File: src/design/akvm_pkg.sv
// Package for the key-value map: item structs, request and status codes, chain token.
`timescale 1ns / 1ps

package akvm_pkg;

    localparam int KEY_WIDTH     = 32;
    localparam int VALUE_WIDTH   = 32;
    localparam int KIND_WIDTH    = 3;
    localparam int STATUS_WIDTH  = 2;
    localparam int COUNT_WIDTH   = 7;
    localparam int CAPACITY_DEF  = 64;

    localparam logic [KIND_WIDTH-1:0] KIND_ACCESS = 3'd0;
    localparam logic [KIND_WIDTH-1:0] KIND_WRITE  = 3'd1;
    localparam logic [KIND_WIDTH-1:0] KIND_ERASE  = 3'd2;
    localparam logic [KIND_WIDTH-1:0] KIND_CLEAR  = 3'd3;
    localparam logic [KIND_WIDTH-1:0] KIND_PEEK   = 3'd4;

    localparam logic [STATUS_WIDTH-1:0] ST_FOUND    = 2'd0;
    localparam logic [STATUS_WIDTH-1:0] ST_INSERTED = 2'd1;
    localparam logic [STATUS_WIDTH-1:0] ST_ABSENT   = 2'd2;
    localparam logic [STATUS_WIDTH-1:0] ST_FULL     = 2'd3;

    typedef struct packed {
        logic [KIND_WIDTH-1:0]  kind;
        logic [KEY_WIDTH-1:0]   key;
        logic [VALUE_WIDTH-1:0] value;
    } t_in_item;

    typedef struct packed {
        logic [VALUE_WIDTH-1:0]  result_value;
        logic [STATUS_WIDTH-1:0] status;
        logic [COUNT_WIDTH-1:0]  entry_count;
    } t_out_item;

    // Request token walking down the cell row.
    typedef struct packed {
        logic                   valid;
        logic [KIND_WIDTH-1:0]  kind;
        logic [KEY_WIDTH-1:0]   key;
        logic [VALUE_WIDTH-1:0] value;
        logic                   found;     // key matched or was appended
        logic                   inserted;  // appended by this request
        logic                   shift;     // erase: cells pull from right neighbor
        logic [VALUE_WIDTH-1:0] rvalue;
    } t_token;

endpackage

File: src/design/akvm_cell.sv
// One slot of the map: holds a key and value and processes the passing token.
`timescale 1ns / 1ps

module akvm_cell
    import akvm_pkg::*;
#(
    parameter int IDX = 0,
    parameter int CW  = 7
) (
    input  logic                   i_clk,
    input  logic                   i_rst_n,
    input  t_token                 i_tok,
    input  logic [CW-1:0]          i_count,
    input  logic [KEY_WIDTH-1:0]   i_nbr_key,
    input  logic [VALUE_WIDTH-1:0] i_nbr_value,
    output t_token                 o_tok,
    output logic [KEY_WIDTH-1:0]   o_key,
    output logic [VALUE_WIDTH-1:0] o_value
);

    logic [KEY_WIDTH-1:0]   r_key;
    logic [VALUE_WIDTH-1:0] r_value;
    logic [KEY_WIDTH-1:0]   n_key;
    logic [VALUE_WIDTH-1:0] n_value;
    t_token                 r_tok;
    t_token                 n_tok;

    logic searchable;
    logic in_use;
    logic is_tail;
    logic match;
    logic append;

    always_comb begin
        searchable = (i_tok.kind == KIND_ACCESS) || (i_tok.kind == KIND_WRITE) ||
                     (i_tok.kind == KIND_ERASE)  || (i_tok.kind == KIND_PEEK);
        in_use     = i_count > CW'(IDX);
        is_tail    = i_count == CW'(IDX);
        match      = i_tok.valid && !i_tok.found && searchable && in_use &&
                     (r_key == i_tok.key);
        // first free slot reached with no match: append
        append     = i_tok.valid && !i_tok.found && is_tail &&
                     ((i_tok.kind == KIND_ACCESS) || (i_tok.kind == KIND_WRITE));

        n_tok   = i_tok;
        n_key   = r_key;
        n_value = r_value;

        if (match) begin
            n_tok.found = 1'b1;
            if (i_tok.kind == KIND_WRITE) begin
                n_value     = i_tok.value;
                n_tok.rvalue = i_tok.value;
            end else begin
                n_tok.rvalue = r_value;
            end
            if (i_tok.kind == KIND_ERASE) begin
                n_tok.shift = 1'b1;
                n_key       = i_nbr_key;
                n_value     = i_nbr_value;
            end
        end else if (i_tok.valid && i_tok.shift) begin
            // close the gap; slots past the count take don't-care data
            n_key   = i_nbr_key;
            n_value = i_nbr_value;
        end else if (append) begin
            n_tok.found    = 1'b1;
            n_tok.inserted = 1'b1;
            n_key          = i_tok.key;
            if (i_tok.kind == KIND_WRITE) begin
                n_value      = i_tok.value;
                n_tok.rvalue = i_tok.value;
            end else begin
                n_value      = '0;
                n_tok.rvalue = '0;
            end
        end
    end

    always_ff @(posedge i_clk) begin
        r_key   <= n_key;
        r_value <= n_value;
        if (!i_rst_n) begin
            r_tok.valid <= 1'b0;
        end else begin
            r_tok <= n_tok;
        end
    end

    assign o_tok   = r_tok;
    assign o_key   = r_key;
    assign o_value = r_value;

endmodule

File: config.mk
export PLATFORM = sky130hd
export DESIGN_NAME = akvm_cell
export DESIGN_NICKNAME = d
export VERILOG_FILES = /design/src/design/akvm_pkg.sv /design/src/design/akvm_cell.sv
export SDC_FILE = /design/constraint.sdc
export NUM_CORES = 1
export LEC_CHECK = 0
export BUFFER_PORTS_ARGS = -buffer_cell sky130_fd_sc_hd__buf_2
export CORE_MARGIN = 5
export CORE_UTILIZATION = 52
export DETAILED_ROUTE_END_ITERATION = 12
export PLACE_DENSITY_LB_ADDON = 0.15
export RECOVER_POWER = 100
export SLEW_MARGIN = 10
export SYNTH_ARGS = -nofsm -noshare
export SYNTH_HDL_FRONTEND = slang
export SYNTH_SLANG_ARGS = --single-unit
File: constraint.sdc
create_clock -name i_clk -period 8.4 [get_ports i_clk]
set_input_delay 0.42 -clock i_clk [delete_from_list [all_inputs] [get_ports i_clk]]
set_output_delay 0.42 -clock i_clk [all_outputs]
set_load 0.01 [all_outputs]
After elaboration in Yosys (flattened, before gate mapping)

Cells that the tools add are included.

Register bits after elaboration: 167
Input port bits: 176
Output and inout bits: 167
Logic and storage cells: 49

$lt $le $gt $ge: 1
Eq/ne operators: 5
Muxes and demuxes: 18
Reductions and logical operators: 15

Operator list:

| operator             | count |
|---|---|
| $mux W32             | 13 |
| $eq A32 B32 Y1       | 1 |
| $gt A7 B1 Y1 const B | 1 |
| $logic_and A1 B1 Y1  | 7 |
| $logic_not A7 Y1     | 1 |
| $mux W2              | 2 |
| $eq A3 B1 Y1 const B | 1 |
| $eq A3 B2 Y1 const B | 1 |
| $eq A3 B3 Y1 const B | 1 |
| $logic_not A3 Y1     | 1 |
| $logic_or A1 B1 Y1   | 3 |
| $mux W1              | 3 |
| $reduce_bool A3 Y1   | 1 |
| $ne A2 B1 Y1 const B | 1 |
| $reduce_and A2 Y1    | 1 |
| $logic_not A1 Y1     | 1 |

Depth between registers and ports, before layout

Gate-level depths: netlist (run 1).

Depth in word-level cells: 9
Mapped depth: 8
Gate-level depth less buffers: 6

Least setup slack after synthesis (run 1)

No wires, ideal clock.

Kind: input to register
Start: input port i_count[2]
End: register r_key[0] (netlist: o_key[0]), enable pin
Setup time: 432 ps
Data arrival time: 3,369 ps
Required time: 7,968 ps
Path slack: 4,599 ps
Stages on the path: 8
Buffers on the path: 2
Cell sequence: or4_4 -> nor4_4 -> a2111oi_0 -> and4_1 -> buf_6 -> buf_6 -> nor2b_1 -> a21oi_1

Word-level cells in the longest chain between the ends: 5
Elaborated cells between the ends (all ways): 9
Those cells by class: order compare: 1; eq/ne: 1; reduce/logical: 7

RTL lines:

| element                                                                    | line                             | source |
|---|---|---|
| start: declaration                                                         | akvm_cell.sv:13                  | `input logic [CW-1:0] i_count,` |
| $gt A7 B1 Y1 / $logic_not A7 Y1 (equally long branches)                    | akvm_cell.sv:37, akvm_cell.sv:38 |  |
| $logic_and A1 B1 Y1 (on tied branches) (2 in series)                       | akvm_cell.sv:39, akvm_cell.sv:42 |  |
| $ne A2 B1 Y1 (no source line) / $reduce_bool A3 Y1 (equally long branches) | --                               |  |
| $reduce_and A2 Y1 (no source line) (*)                                     | --                               |  |
| end signal: assignment                                                     | akvm_cell.sv:81                  | `r_key <= n_key;` |
| end: declaration                                                           | akvm_cell.sv:21                  | `logic [KEY_WIDTH-1:0] r_key;` |

Every way passes the cells marked *; elsewhere a longest branch is shown, timed or not.
A chain may end at the register's enable or synchronous reset.

Final worst setup path (run 1)

Start: register r_key[31] (netlist: o_key[31])
End: register r_key[20] (netlist: o_key[20]), enable pin

Word-level cells in the longest chain between the ends: 4
Elaborated cells between the ends (all ways): 5
Those cells by class: eq/ne: 2; reduce/logical: 3

RTL lines:

| element                                                                    | line            | source |
|---|---|---|
| $eq A32 B32 Y1 (*)                                                         | akvm_cell.sv:40 | `(r_key == i_tok.key);` |
| $logic_and A1 B1 Y1 (*)                                                    | akvm_cell.sv:39 | `match = i_tok.valid && !i_tok.found && searchable && in_use &&` |
| $ne A2 B1 Y1 (no source line) / $reduce_bool A3 Y1 (equally long branches) | --              |  |
| $reduce_and A2 Y1 (no source line) (*)                                     | --              |  |

Marked as above.

==> results by group, run 1 <==
Layout
  • Non-Filler Instances: 1152
  • Fin area: 9840 µm²
  • Final #Nets: 1129
  • P&R area growth vs syn: 25.7%
  • Share of layout cells above drive strength 1: 16.7%

Logic synthesis
  • Post-synthesis area per instance: 12.5 µm²
  • Primary FF master, synth: edfxtp_1
  • Sequential fraction of the synthesis area: 64.0%
  • Yosys warning total: 0
  • Cells after Synth: 626
  • Asr flop ratio synth: 0%
  • Synth unique cells: 33
  • Post-synth EDFFs: 166
  • Cell area after synthesis: 7830 µm²
  • Synthesized flop and latch total: 167
  • Post-Syn Nets: 802

Timing
  • Final setup violation count: 0
  • Post-layout minimum cycle time: 5770 ps
  • Fmax: 0.173 GHz
  • Hold WS: 188 ps
  • RSZ-0062 raised after global routing: no
  • Tightest Pin Transition: 3040 ps
  • Slew headroom: -103%
  • Period utilization: 68.7%
  • Final TNS setup: 0 ps
  • Final-report hold violation count: 0
  • Clk_skew: 8.18 ps
  • Final Slew Violations: 173

Place
  • Global placement routability congestion: 0.795
  • Port bufs: 342
  • Inst Count DP: 1118
  • Hpwl dp: 16600 µm
  • Placed Area: 9630 µm²

Die
  • Die Y: 133 µm
  • Top-level I/O count: 343
  • Die W: 133 µm
  • Die ar.: 17600 µm²
  • Rows: 44
  • Core box area: 14600 µm²
  • Initial Util: 53.4%

Outcome
  • Status: finished, violations left
  • Failing checks: max-capacitance violations, max-slew violations

Worst setup path
  • Crit path DAT: 5740 ps
  • Reg2reg end: o_key[20]
  • CP delay by family, top: compound AO/OA/AOI/OAI gates
  • Critical path class: reg -> reg
  • Critical-path maximum fanout: 82
  • Critical path's largest stage delay: 2280 ps
  • Setup slack, reg-to-reg: 2630 ps
  • Worst R2R Path Depth: 7
  • Kind of start point of the critical path: flop
  • Critical path capture point type: flop
  • Worst r2r src: o_key[31]
  • CP max-delay cell: a21oi_1
  • Crit path buffers/inverters: 1
  • Req. time, crit path: 8370 ps
  • Cells along the critical path: xnor2_1, nand4_1, nor4_1, and4_1, buf_4, nor2_8, a21oi_1

GRT
  • Antenna violations before repair: 3
  • Largest net degree at the start of global routing: 83
  • First-pass GRT wire length: 33900 µm
  • Vias in the first global route: 6149
  • GR Overflow Total: 0
  • Total Routing Usage GR: 25.1%

Worst hold path
  • Hold Path Depth: 1
  • Hold Crit Start: i_tok[64]
  • Hold/Removal Path Class: in -> reg
  • Min-Delay Endpoint: o_tok[64]

Clocking
  • Root buf cell: clkbuf_16
  • Clk_lat worst skew: 420 ps
  • CTS tree: done
  • Post-CTS Setup Repair Bufs: 0
  • Count of hold-fix buffers inserted at cts: 0
  • H-tree Lvls: 4
  • TritonCTS buffer count: 17
  • Gates resized, CTS repair: 0
  • Clock slew at reported path FFs: 60 ps
  • Clock buffer depth: 2
  • Clk sink count: 167

Route
  • Remaining DRCs: 0
  • Vias: 6294
  • Number of DRC markers in iteration 0: 487
  • WL per Instance: 19.9 µm
  • Pre-Repair DR Iteration Count: 5
  • WL final: 22900 µm
  • Vias/cell: 5.46
  • Final ANT Viol Nets: 0

Power
  • Pwr Total: 1.97 mW
  • VDD IR max: 128 µV
  • Pwr dens: 200 nW/µm²
  • Leakage power: 3.65 nW

Run
  • Max-Cap Viols: 4
-- worst max-delay path by stage --
stage,startpoint,endpoint,slack (ps),cells after the start
after floorplan,i_count[2],o_key[0],4600,8
after global placement,i_count[2],o_value[18],4370,8
after global routing,o_key[31],o_key[30],2110,7
after detailed placement,i_tok[102],o_key[7],4240,8
final,o_key[31],o_key[20],2630,7
after CTS,o_key[31],o_key[11],4350,7
-- cells in the mapped netlist, types with 2 or more instances --
master | count | share of area, %
edfxtp_1 | 166 | 64
nand2_1 | 98 | 4.7
a21oi_1 | 97 | 6.2
mux2_1 | 58 | 8.3
nor2_1 | 33 | 1.6
a211oi_1 | 32 | 3.1
o21ai_1 | 31 | 2.0
clkbuf_1 | 27 | 1.3
xnor2_1 | 27 | 3.0
buf_6 | 8 | 1.2
nand4_1 | 7 | 0.56
mux2_2 | 6 | 0.86
and2_1 | 4 | 0.32
xor2_1 | 4 | 0.45
buf_1 | 3 | 0.14
buf_2 | 3 | 0.19
o21ai_0 | 3 | 0.19
nand2b_1 | 2 | 0.16
nor2b_1 | 2 | 0.16
nor4_1 | 2 | 0.16
-- cell usage in the layout, fill, tap and decap left out, types with 4 or more instances in the layout --
cell type  count
a211oi_1      32
a21oi_1       97
buf_2        122
buf_4          6
clkbuf_1     224
clkbuf_16     17
clkinv_1       6
edfxtp_1     166
mux2_1        58
mux2_2         6
nand2_1       98
nand4_1        7
nor2_1        33
o21ai_0       34
xnor2_1       27
xor2_1         4
-- area by class of cell --
type                    instances  area, µm²
fillers                      1299       4810
multi-input cells             417       2580
clock buffers                  20        437
inverters                       1       3.75
clock inverters                12       86.3
diodes                          2       5.00
well taps                     184        230
repair buffers                349       1490
flip-flops and latches        167       5000
-- metal layers --
layer,part of all wire [%],global-route usage (%),vias to the layer above
met5,0.092,0,-
met3,9.8,8.85,36
met2,51,43.8,300
li1,-,-,2997
met4,2.1,8.66,4
met1,37,28.7,2957
-- worst reg2reg max path, delay by kind of cell, from the launching register on --
| family | cells | cell delay [ps] |
|---|---|---|
| AOI/OAI and AO/OA | 1 | 2290 |
| and+or+nand+nor | 4 | 1530 |
| buffers and inverters | 1 | 850 |
| DFF | 1 | 430 |
| xor gates and xnor gates | 1 | 210 |
-- flip-flops by register name (all words and copies together) (netlist names) --
name     flops
o_value     32
o_tok      103
o_key       32
-- per-stage QoR --
step                setup slack [ps]  utilization [%]
finish                          2630             67.2
floorplan                       4600                -
global route                    2110             67.2
detailed placement              4240             65.8
global placement                4370             65.8
CTS                             4350             69.3
-- report_power, final --
group	internal [mW]	switching, mW
registers	0.992	0.0235
clock network	0.400	0.302
logic	0.0964	0.156
-- cells by family after synthesis --
family | share of synthesized area [%]
AOI/OAI and AO/OA | 11.7
xor gates and xnor gates | 3.47
buffers and inverters | 2.83
DFF | 64.0
muxes | 9.21
and+or+nand+nor | 8.87
No activity file was read; power rests on OpenSTA's default activity.
==> run 2: changes to the inputs <==
--- a/config.mk
+++ b/config.mk
@@ -7,7 +7,7 @@
 export LEC_CHECK = 0
 export BUFFER_PORTS_ARGS = -buffer_cell sky130_fd_sc_hd__buf_2
 export CORE_MARGIN = 5
-export CORE_UTILIZATION = 52
+export CORE_UTILIZATION = 48
 export DETAILED_ROUTE_END_ITERATION = 12
 export PLACE_DENSITY_LB_ADDON = 0.15
 export RECOVER_POWER = 100
==> constraint.sdc (replaced) <==
create_clock -name i_clk -period 5.74 [get_ports i_clk]
set_input_delay 0.287 -clock i_clk [delete_from_list [all_inputs] [get_ports i_clk]]
set_output_delay 0.287 -clock i_clk [all_outputs]
set_load 0.01 [all_outputs]
==> results by group, run 2 (same netlist as run 1, synthesis figures left out) <==
Outcome
  • Status: finished, violations left
  • Failing checks: max-capacitance violations, max-slew violations

Layout
  • Commonest non-fill, non-tap cells in the layout: 226 x clkbuf_1, 166 x edfxtp_1, 120 x buf_2
  • Final #Nets: 1129 (unchanged)
  • Most common cell after layout, fill and taps aside: clkbuf_1
  • Share of layout cells above drive strength 1: 17.1% (+0.43 points)
  • Final Core Density: 62.5% (-4.7 points)
  • Non-Filler Instances: 1183 (+2.7%)
  • P&R area growth vs syn: 27.3%
  • Max reg flops: 103 (unchanged)
  • Filler cells: 1455 (+12%)

Timing
  • Post-layout minimum cycle time: 4360 ps
  • Hold WS: 60.3 ps (-128 ps)
  • Slew headroom: -73.5% (+29 points)
  • Tightest Pin Transition: 2600 ps (-438 ps)
  • Fmax: 0.229 GHz
  • Clk_skew: 7.13 ps (-1.05 ps)
  • RSZ-0062 raised after global routing: no
  • Final setup violation count: 0 (unchanged)
  • Final TNS setup: 0 ps (unchanged)
  • Period utilization: 76.0%
  • Final-report hold violation count: 0 (unchanged)
  • Final Slew Violations: 210 (+21%)

Die
  • Core box area: 15900 µm² (+8.9%)
  • Die Y: 138 µm (+3.8%)
  • Rows: 46 (+4.5%)
  • Top-level I/O count: 343 (unchanged)
  • Initial Util: 49.1% (-4.4 points)
  • Die ar.: 19000 µm² (+7.7%)
  • Die W: 138 µm (+3.8%)

GRT
  • Total Routing Usage GR: 24.2% (-0.94 points)
  • First-pass GRT wire length: 34100 µm (+0.47%)
  • Largest net degree at the start of global routing: 77 (-7.2%)
  • Vias in the first global route: 6100 (-0.80%)
  • Antenna violations before repair: 1 (-2)
  • GR Overflow Total: 0 (unchanged)

Worst setup path
  • Worst r2r src: o_key[25]
  • Setup slack, reg-to-reg: 1420 ps (-1210 ps)
  • Kind of start point of the critical path: input pin
  • Critical path class: in -> reg
  • Worst setup path start: i_count[5]
  • Setup crit end: o_value[1]
  • Crit path DAT: 4260 ps (-1480 ps)
  • Critical path capture point type: flop
  • Worst R2R Path Depth: 6 (-1)
  • Critical-path maximum fanout: 34 (-59%)
  • Req. time, crit path: 5640 ps (-2730 ps)
  • Reg2reg end: o_value[1]

Route
  • Pre-Repair DR Iteration Count: 4 (-1)
  • WL per Instance: 20.0 µm (+0.51%)
  • Number of DRC markers in iteration 0: 357 (-27%)
  • Final ANT Viol Nets: 0 (unchanged)
  • Vias: 6235 (-0.94%)
  • Remaining DRCs: 0 (unchanged)
  • WL final: 23600 µm (+3.2%)
  • Vias/cell: 5.27 (-3.5%)

Clocking
  • Root buf cell: clkbuf_16
  • Clk sink count: 167 (unchanged)
  • Clock slew at reported path FFs: 60 ps (about the same)
  • Clock buffer depth: 2 (unchanged)
  • CTS tree: done
  • Count of hold-fix buffers inserted at cts: 0 (unchanged)
  • Post-CTS Setup Repair Bufs: 0 (unchanged)
  • H-tree Lvls: 4 (unchanged)
  • TritonCTS buffer count: 17 (unchanged)
  • Clk_lat worst skew: 420 ps (about the same)
  • Gates resized, CTS repair: 0 (unchanged)

Power
  • Pwr Total: 3.03 mW (+54%)
  • VDD IR max: 193 µV (+51%)
  • Pwr dens: 304 nW/µm² (+52%)
  • Leakage power: 3.68 nW (+0.80%)

Place
  • Inst Count DP: 1150 (+2.9%)
  • Hpwl dp: 17000 µm (+2.3%)
  • Port bufs: 342 (unchanged)
  • Global placement routability congestion: 0.838 (+5.3%)

Worst hold path
  • Hold/Removal Path Class: in -> reg

Run
  • Max-Cap Viols: 5 (+1)
[run 2: per-layer routing]
metal / global-route usage (%) / routed length (µm) / up-vias
li1: - / - / 2991
met1: 28.2 / 8790 / 2925
met2: 43.0 / 12200 / 284
met3: 6.68 / 2160 / 33
met4: 7.71 / 463 / 2
met5: 0 / 7 / -
[run 2: critical path: stages]
cell	delay, ps
buf_2	110
or4_4	520
nor4_4	210
a2111oi_0	130
and4_1	470
nor2_2	1500
nand2_2	990
[run 2: worst min path at each step]
stage | from | end | slack [ps] | depth (start not counted)
CTS | i_tok[45] | o_tok[45] | 40 | 1
floorplan | i_tok[100] | o_tok[100] | 390 | 0
global route | i_tok[47] | o_tok[47] | 40 | 1
detailed placement | i_tok[66] | o_tok[66] | 480 | 1
finish | i_tok[66] | o_tok[66] | 60 | 1
global placement | i_tok[58] | o_tok[58] | 480 | 1
[run 2: area by class of cell]
type	instances	area (µm²)	share of cell area [%]
clock inverter	11	156	1.57
clock buffer	20	437	4.38
antenna	2	5.00	0.0502
multi-input combinational	417	2610	26.1
inverter	1	3.75	0.0377
sequential	167	5000	50.2
tap	216	270	2.71
timing repair buffer	349	1480	14.9
[run 2: metrics by stage]
stage	instance area [µm²]	worst slack (ps)
2_1_floorplan	7830	2070
3_3_place_gp	9670	2430
3_5_place_dp	9670	2340
4_1_cts	10300	2430
5_1_grt	9960	1140
6_report	9960	1380
[run 2: power breakdown]
| part | leakage (nW) | internal (mW) | switching (mW) | total [mW] |
|---|---|---|---|---|
| Sequential | 1.58 | 1.45 | 0.0367 | 1.49 |
| Combinational | 1.82 | 0.141 | 0.231 | 0.372 |
| Clock | 0.282 | 0.720 | 0.452 | 1.17 |
| Total | 3.68 | 2.31 | 0.720 | 3.03 |
